[src/csrsmv_ram.sv]
// Simple dual-port synchronous RAM with a registered read port.
// Holds entries, accumulation cells and row descriptors; uses no package.
`timescale 1ns / 1ps

module csrsmv_ram #(
   parameter int WIDTH = 8,
   parameter int DEPTH = 16
) (
   input  logic                     clock,
   input  logic                     we,
   input  logic [$clog2(DEPTH)-1:0] waddr,
   input  logic [WIDTH-1:0]         wdata,
   input  logic                     re,
   input  logic [$clog2(DEPTH)-1:0] raddr,
   output logic [WIDTH-1:0]         rdata
);

   logic [WIDTH-1:0] mem_ff [DEPTH];
   logic [WIDTH-1:0] rdata_ff;

   always_ff @(posedge clock) begin
      if (we) begin
         mem_ff[waddr] <= wdata;
      end
      if (re) begin
         rdata_ff <= mem_ff[raddr];
      end
   end

   assign rdata = rdata_ff;

endmodule

[config.mk]
export PLATFORM = sky130hd
export DESIGN_NAME = csrsmv_ram
export DESIGN_NICKNAME = d
export VERILOG_FILES = /design/src/csrsmv_ram.sv
export SDC_FILE = /design/constraint.sdc
export NUM_CORES = 1
export LEC_CHECK = 0
export ABC_CLOCK_PERIOD_IN_PS = 5000
export BUFFER_PORTS_ARGS = -buffer_cell sky130_fd_sc_hd__buf_2
export CORE_ASPECT_RATIO = 0.5
export CORE_MARGIN = 5
export CORE_UTILIZATION = 40
export CTS_CLUSTER_DIAMETER = 150
export DETAILED_ROUTE_END_ITERATION = 8
export GPL_ROUTABILITY_DRIVEN = 0
export PLACE_DENSITY = 0.67
export SYNTH_ARGS = -nofsm -noshare
export SYNTH_HDL_FRONTEND = slang
export SYNTH_SLANG_ARGS = --single-unit
[constraint.sdc]
create_clock -name clock -period 5 [get_ports clock]
set_input_delay 0.75 -clock clock [delete_from_list [all_inputs] [get_ports clock]]
set_output_delay 0.75 -clock clock [all_outputs]
set_load 0.01 [all_outputs]
==> metrics.txt <==
combinational share of power 0.044; first-pass GRT wire length 14800 um; Top FF cell, synth edfxtp_1; crit-path max cell delay 780 ps; top post-synthesis cells by area edfxtp_1, mux4_2, mux4_1; full die area 0.0156 mm2; Max Cap Viol 0; Num CTS Buffers 17; final hold violation count 0; DR DRC count 0; Final Cycle Share 0.507; Yosys top cell area share 0.781; kind of critical path input port to flop; first-iteration detailed-routing DRC count 224; Hold EP rdata[4]; Clock Skew 8.42 ps; Ys Warns 0; switching share of power 0.205; static leakage 1.98 nW; Pwr Density 416 mW/mm2; cells along the critical path buf_2 -> mux4_1 -> a22oi_1 -> nand2_1; share of cells above drive strength 1 0.270; Max clock buf depth 2; count of buffers from port buffering 26; EDFF count, synth 136; Worst Tran Pin Value 1050 ps; post-synthesis simple-gate area fraction 0.0314; relative slew slack 0.299; Commonest cells post-synth edfxtp_1, mux4_2, a22oi_1; r2r startpoint mem_ff[3][5]; via count 2406; pin count of the biggest net entering global routing 33; RR Endpoint rdata[5]; unrepaired setup endpoints after global routing no; H-tree depth 4; post-synthesis mux area share 0.148; Syn Std Cell Area 0.00523 mm2; Critical-path top delay cell buf_2; syn nets 248; setup slack after placement 1990 ps; count leader, synth edfxtp_1; design internal power 2.00 mW; Max Fclk 0.395 GHz; post-DP HPWL 6020 um; Avg Cell Area, Syn 22.8 um2; Die W 172 um; hold path start re; path depth of the worst reg2reg path 3; CP Launch Point raddr[0]; Crit path required time 5150 ps; drt via density 5.33; max-slew violations 0; Synth Area in Adders 0; Filler cells 999; Vert. Die Dim 90.8 um; setup ws final 2470 ps; Total Neg Setup Slack 0 ps; main combinational cell family by area after synthesis multiplexers; Post-CTS Setup Inserts 0; Reg power frac 0.513; Final nets 287; Yosys reg bits 136; cts repair resizes 0; worst vdd ir 0.283 mV; I/O pin total 27; critical path peak fanout 32; GRT Util Overall 0.135; Root Driver clkbuf_16; Synth Instances 229; status finished clean; Final Core Density 0.475; post-synthesis cell type count 18; Initial Util 0.410; Setup Viol. Count Final 0; final WL 9860 um; Sw Pwr 0.515 mW; clock share of power 0.442; Clk Latency, worst-skew pair 410 ps; min Tclk post-route 2530 ps; Startpoint Class input port; Async SR Flop Fraction 0; layout overhead on the synthesized area 15.7%; iteration count of the initial detailed-routing pass 4; hold buffers post-CTS 0; ANT cells 0; R2R setup slack 3400 ps; hold crit path type input port to flop; post-synthesis compound-gate area fraction 0.0230; Synth Area in XOR/XNOR 0; arrival time worst endpoint 2680 ps; final hold slack 712 ps; post-synth top area cell edfxtp_1; number of global-route vias before repair 2504; TritonCTS clock tree yes; total gr overflow 0; post-route ant nets 0; Clock Sink Count 136; Std-Cell Rows 29; CP Capture Type flop; CTS clock-pin slew for the worst setup and hold paths 60 ps; Seq/Total Area, Yosys 0.781; WHS Path Cells 1; Power Total 2.52 mW; Core ar. 0.0127 mm2; WL per Instance 21.9 um; initial antenna violation count 1
==> flip-flops by register name, indices dropped and copies added (netlist names) <==
name and count:
rdata 8, mem_ff 128
==> power by group through the flow <==
stage                     Sequential (mW)  Clock [mW]  Combinational, mW
after floorplan                      1.32           0             0.0648
final                                1.29        1.11              0.112
after global routing                 1.29        1.19              0.121
after CTS                            1.29        1.13              0.113
after global placement               1.31           0              0.110
after detailed placement             1.32           0              0.113
==> stage by stage <==
stage,area [um2],instances
floorplan,5230,229
global placement,5510,419
detailed placement,5510,419
CTS,6050,451
global route,6050,451
finish,6050,451
==> worst max-delay path, delay by kind of cell <==
kind            cells  cell delay, ps
simple gates        1             110
buf+inv             1             780
mux                 1             680
compound gates      1             350
==> layer usage <==
metal,vias to the layer above,GRT usage,wire length (um)
met5,-,0,7
met4,2,0.0567,91
met1,1248,0.173,4010
li1,1062,-,-
met2,86,0.212,5050
met3,8,0.0450,692
==> worst max path at each step <==
stage / to / slack (ps) / cells past startpoint
6_report: rdata[5] / 2470 / 4
5_1_grt: rdata[5] / 2350 / 4
4_1_cts: rdata[5] / 2440 / 4
3_5_place_dp: rdata[5] / 1990 / 4
3_3_place_gp: rdata[5] / 2030 / 4
2_1_floorplan: mem_ff[0][0] / 2760 / 2
==> layout by cell type, fill, tap and decap left out <==
cell type	n
inv_6	1
edfxtp_1	136
bufinv_16	1
nand2_1	9
and2b_1	1
nor3_1	4
nand3_1	1
buf_2	26
or3b_2	1
nor2_1	13
and2_1	1
clkinv_2	3
nor2b_1	1
buf_4	4
a22oi_1	16
clkinv_1	5
nand3b_1	2
clkbuf_16	17
mux4_1	14
nand2b_1	2
clkinvlp_4	5
mux4_2	18
==> final cells by class <==
| class | count | area, um2 | area share |
|---|---|---|---|
| multi-input cells | 83 | 1060 | 0.175 |
| clock buffers | 17 | 425 | 0.0703 |
| clock inverters | 15 | 110 | 0.0182 |
| well taps | 170 | 213 | 0.0352 |
| flip-flops and latches | 136 | 4080 | 0.675 |
| repair buffers | 30 | 160 | 0.0265 |
==> kinds of logic after synthesis <==
family | Yosys count
flip-flops | 136
AND/OR/NAND/NOR | 35
multiplexers | 32
AO/OA/AOI/OAI | 16
buffers and inverters | 10
No activity file was read; power rests on OpenSTA's default activity.
