<file path="config.mk">
export PLATFORM = sky130hd
export DESIGN_NAME = csrsmv_vec_mem
export DESIGN_NICKNAME = d
export VERILOG_FILES = /design/src/csrsmv_vec_mem.sv
export SDC_FILE = /design/constraint.sdc
export NUM_CORES = 2
export LEC_CHECK = 0
export BUFFER_PORTS_ARGS = -buffer_cell sky130_fd_sc_hd__clkbuf_2
export CAP_MARGIN = 5
export CORE_ASPECT_RATIO = 1.1
export CORE_MARGIN = 8
export CORE_UTILIZATION = 40
export DETAILED_ROUTE_END_ITERATION = 12
export PLACE_DENSITY = 0.55
export SLEW_MARGIN = 20
export SYNTH_ARGS = -nofsm -noshare
export SYNTH_HDL_FRONTEND = slang
export SYNTH_SLANG_ARGS = --single-unit
</file>
<file path="constraint.sdc">
create_clock -name clock -period 14.5 [get_ports clock]
set_input_delay 2.175 -clock clock [delete_from_list [all_inputs] [get_ports clock]]
set_output_delay 2.175 -clock clock [all_outputs]
set_load 0.03 [all_outputs]
</file>
<file path="src/csrsmv_vec_mem.sv">
// Vector store: real and imaginary parts, one valid bit per element.
// An element never loaded reads as zero; uses no package.
`timescale 1ns / 1ps

module csrsmv_vec_mem #(
   parameter int DIM_MAX = 64
) (
   input  logic                       clock,
   input  logic                       reset,
   input  logic                       we,
   input  logic [$clog2(DIM_MAX)-1:0] waddr,
   input  logic signed [31:0]         wre,
   input  logic signed [31:0]         wim,
   input  logic                       re,
   input  logic [$clog2(DIM_MAX)-1:0] raddr,
   output logic signed [31:0]         rre,
   output logic signed [31:0]         rim
);

   logic [63:0]        mem_ff [DIM_MAX];
   logic [DIM_MAX-1:0] valid_ff;
   logic [63:0]        rdata_ff;
   logic               rvalid_ff;

   always_ff @(posedge clock) begin
      if (reset) begin
         valid_ff <= '0;
      end else if (we) begin
         valid_ff[waddr] <= 1'b1;
      end
   end

   always_ff @(posedge clock) begin
      if (we) begin
         mem_ff[waddr] <= {wre, wim};
      end
      if (re) begin
         rdata_ff  <= mem_ff[raddr];
         rvalid_ff <= valid_ff[raddr];
      end
   end

   assign rre = rvalid_ff ? $signed(rdata_ff[63:32]) : 32'sd0;
   assign rim = rvalid_ff ? $signed(rdata_ff[31:0])  : 32'sd0;

endmodule

</file>
==> results.cfg <==
[sta]
rsz0062_at_grt = false
tns_ns = 0
finClkSkew_ns = 0.05290
fin_crit_sh_pct = 39.63
drv_slew = 0
fmax_mhz = 174.0
finalHoldViolCount = 0
period_minus_slack_ns = 5.746
setup_ws_ns = 8.754
worst_slew_pin_slew_ns = 1.396
slew_headroom_pct = 6.950
setup-violations-final = 0

[routing]
drt-initial-drc-count = 9469
via_count = 77100
totalWireLength_um = 466500
ant_nets = 0
drc_errors = 0
firstDrtPassIters = 5
avgRoutedWirePerCell_um = 36.20
avgViaCountPerCell = 5.983

[cts]
cts_buffers = 428
cts.clk_slew.worst_paths_ns = 0.07
cts.htree.levels = 5
post_cts_buffers = 0
cts_root_buffer = clkbuf_16
clock_latency_ns = 0.99
cts_sinks = 4225
cts_hold_buf = 0
cts_resized = 0
cts_tree = built
max-clock-path-buffers = 4

[critical_path]
cp_num_buf_inv = 2
rr_worst_depth = 5
crit_fanout = 50
critical_path.top_delay_family = buffers and inverters
crit_path_cell_trace = buf_4 > and2_1 > clkbuf_2
r2r_end = rdata_ff[38]$_DFFE_PP_
cp-end-kind = output pin
start_kind = flip-flop
reg2reg_from = mem_ff[32][38]$_DFFE_PP_
cp.arrival_ns = 3.57
crit_required_ns = 12.32
criticalPathCategory = flip-flop to output pin
max_stage_delay_ns = 0.89
r2r_setup_slack_ns = 12.13
cp_slowest_cell = buf_4

[pwr]
peakVddDrop_v = 0.0001127
cellLeakagePower_nw = 55.83
cellPowerDensity_mw_per_mm2 = 140.6

[yosys]
syn_area_mm2 = 0.1596
synth_area_leaders = edfxtp_1, mux4_2, a22oi_1
synth_edf_count = 4161
netlist.top_cell.by_area = edfxtp_1
synth_top_area_share_pct = 78.28
synthesis.instances = 6841
ys.flop_type = edfxtp_1
ys_seq_area_share_pct = 79.08
yosysWarnings = 0
synth_cell_types = 36
syn_avg_cell_area_um2 = 23.33
ys_ff_latch = 4225
syn_nets = 6921
async_flop_share_pct = 0

[worst_hold_path]
worstHoldStart = valid_ff[54]$_SDFFE_PP0P_
hold_path_depth = 2
holdCritPathClass = flip-flop to flip-flop
min_to = valid_ff[54]$_SDFFE_PP0P_

[placed_design]
pre_cts_ws_ns = 7.755
port_buffers = 143
dp_hpwl_um = 240800
gp_congestion = 0.7572

[global_routing]
grt_pass1_vias = 78930
grt.overflow.total = 0
track_usage_pct = 21.80
grt_first_pass_wirelength_um = 642600
grt_max_degree = 124
antenna_found_initial = 50

[run_status]
status = complete, no violations

[die]
die_w_um = 618.3
dieArea_mm2 = 0.4195
initial_core_util_pct = 40.14
coreArea_mm2 = 0.3977
die_y_um = 678.5
io_pins = 144
core.rowCount = 243

[flow_run]
cap_violations = 0

[layout]
final_net_count = 7321
drive_above_1_share_pct = 27.17
syn_to_final_growth_pct = 13.32
==> cell usage in the layout, fill, tap and decap left out, types with 28 or more instances in the layout <==
cell,n
edfxtp_1,4161
mux4_2,1038
clkbuf_16,434
a22oi_1,260
buf_4,212
nor2_1,144
mux2i_1,132
clkbuf_1,114
o22ai_1,106
clkinv_1,101
nand3_1,91
clkbuf_2,89
clkinv_2,75
and2_1,68
o221ai_1,66
dfxtp_1,64
nor2_4,62
nor2b_1,44
nand2_1,39
buf_2,33
a21oi_1,32
bufinv_16,28
==> worst max-delay path by stage <==
stage	slack, ns	from	endpoint	depth (start not counted)
6_report	8.75	rvalid_ff$_DFFE_PP_	rre[25]	3
5_1_grt	8.49	raddr[0]	rdata_ff[38]$_DFFE_PP_	8
4_1_cts	8.65	rvalid_ff$_DFFE_PP_	rre[25]	3
3_5_place_dp	7.75	raddr[0]	rdata_ff[50]$_DFFE_PP_	8
3_3_place_gp	7.72	raddr[0]	rdata_ff[50]$_DFFE_PP_	8
2_1_floorplan	6.85	waddr[4]	mem_ff[48][0]$_DFFE_PP_	4
==> synthesized netlist by cell type, drive strengths merged (3+ instances only) <==
master,count
nor3,4
o211a,24
nand2b,9
mux2i,132
edfxtp,4161
or2,3
nand3,91
clkbuf,130
dfxtp,64
nor2b,49
nor2,206
a22oi,260
and3,21
nand2,41
a21oi,32
a31oi,20
a2111oi,20
buf,264
mux4,1040
and2,70
a211oi,21
o22ai,106
o221ai,66
==> layout make-up <==
type / count / area (um^2)
Fill cell: 33020 / 216800
Sequential cell: 4225 / 126200
Multi-Input combinational cell: 2222 / 31770
Clock buffer: 553 / 11360
Tap cell: 5267 / 6590
Timing Repair Buffer: 364 / 2783
Clock inverter: 243 / 2113
Antenna cell: 12 / 30.03
==> sequential cells by signal, indices dropped and copies added (netlist names) <==
| signal | count |
|---|---|
| mem_ff | 4096 |
| rdata_ff | 64 |
| rvalid_ff | 1 |
| valid_ff | 64 |
==> metal layers <==
| metal | global-route usage (%) | wire length, um | vias up |
|---|---|---|---|
| met4 | 5.946 | 13120 | 8 |
| met1 | 29.83 | 184400 | 42750 |
| met3 | 3.592 | 36830 | 633 |
| li1 | - | - | 30250 |
| met5 | 0 | 54 | - |
| met2 | 36.41 | 232100 | 3459 |
==> power breakdown <==
part	total, W	internal [W]	leakage [nW]	switching [W]
Sequential	0.0136	0.0135	38.0	0.0000415
Combinational	0.00115	0.000407	11.3	0.000747
Clock	0.0107	0.00603	6.56	0.00467
Total	0.0254	0.0200	55.8	0.00546
==> worst register-to-register path, delay by kind of cell, from the launching register on <==
family             cells  cell delay, ns
AOI/OAI and AO/OA      2            0.88
muxes                  1            0.45
and+or+nand+nor        2            0.42
DFF                    1            0.37
==> per-stage QoR <==
step | power [W] | utilization [%] | cells | hold slack, ns | cell area, um^2
floorplan | 0.01447 | - | 6841 | 0.4315 | 159600
global placement | 0.01498 | 42.04 | 12070 | 0.4432 | 167200
detailed placement | 0.01500 | 42.06 | 12080 | 0.4545 | 167300
CTS | 0.02564 | 45.45 | 12870 | 0.4697 | 180700
global route | 0.02611 | 45.48 | 12880 | 0.4966 | 180900
finish | 0.02542 | 45.48 | 12890 | 0.4717 | 180900
==> cells by family after synthesis <==
group / Yosys count / synth area share [%]
multiplexers: 1172 / 15.51
AO/OA/AOI/OAI: 549 / 2.546
flip-flops: 4225 / 79.08
buffers and inverters: 394 / 1.357
AND/OR/NAND/NOR: 501 / 1.507
No activity file was read; power rests on OpenSTA's default activity.
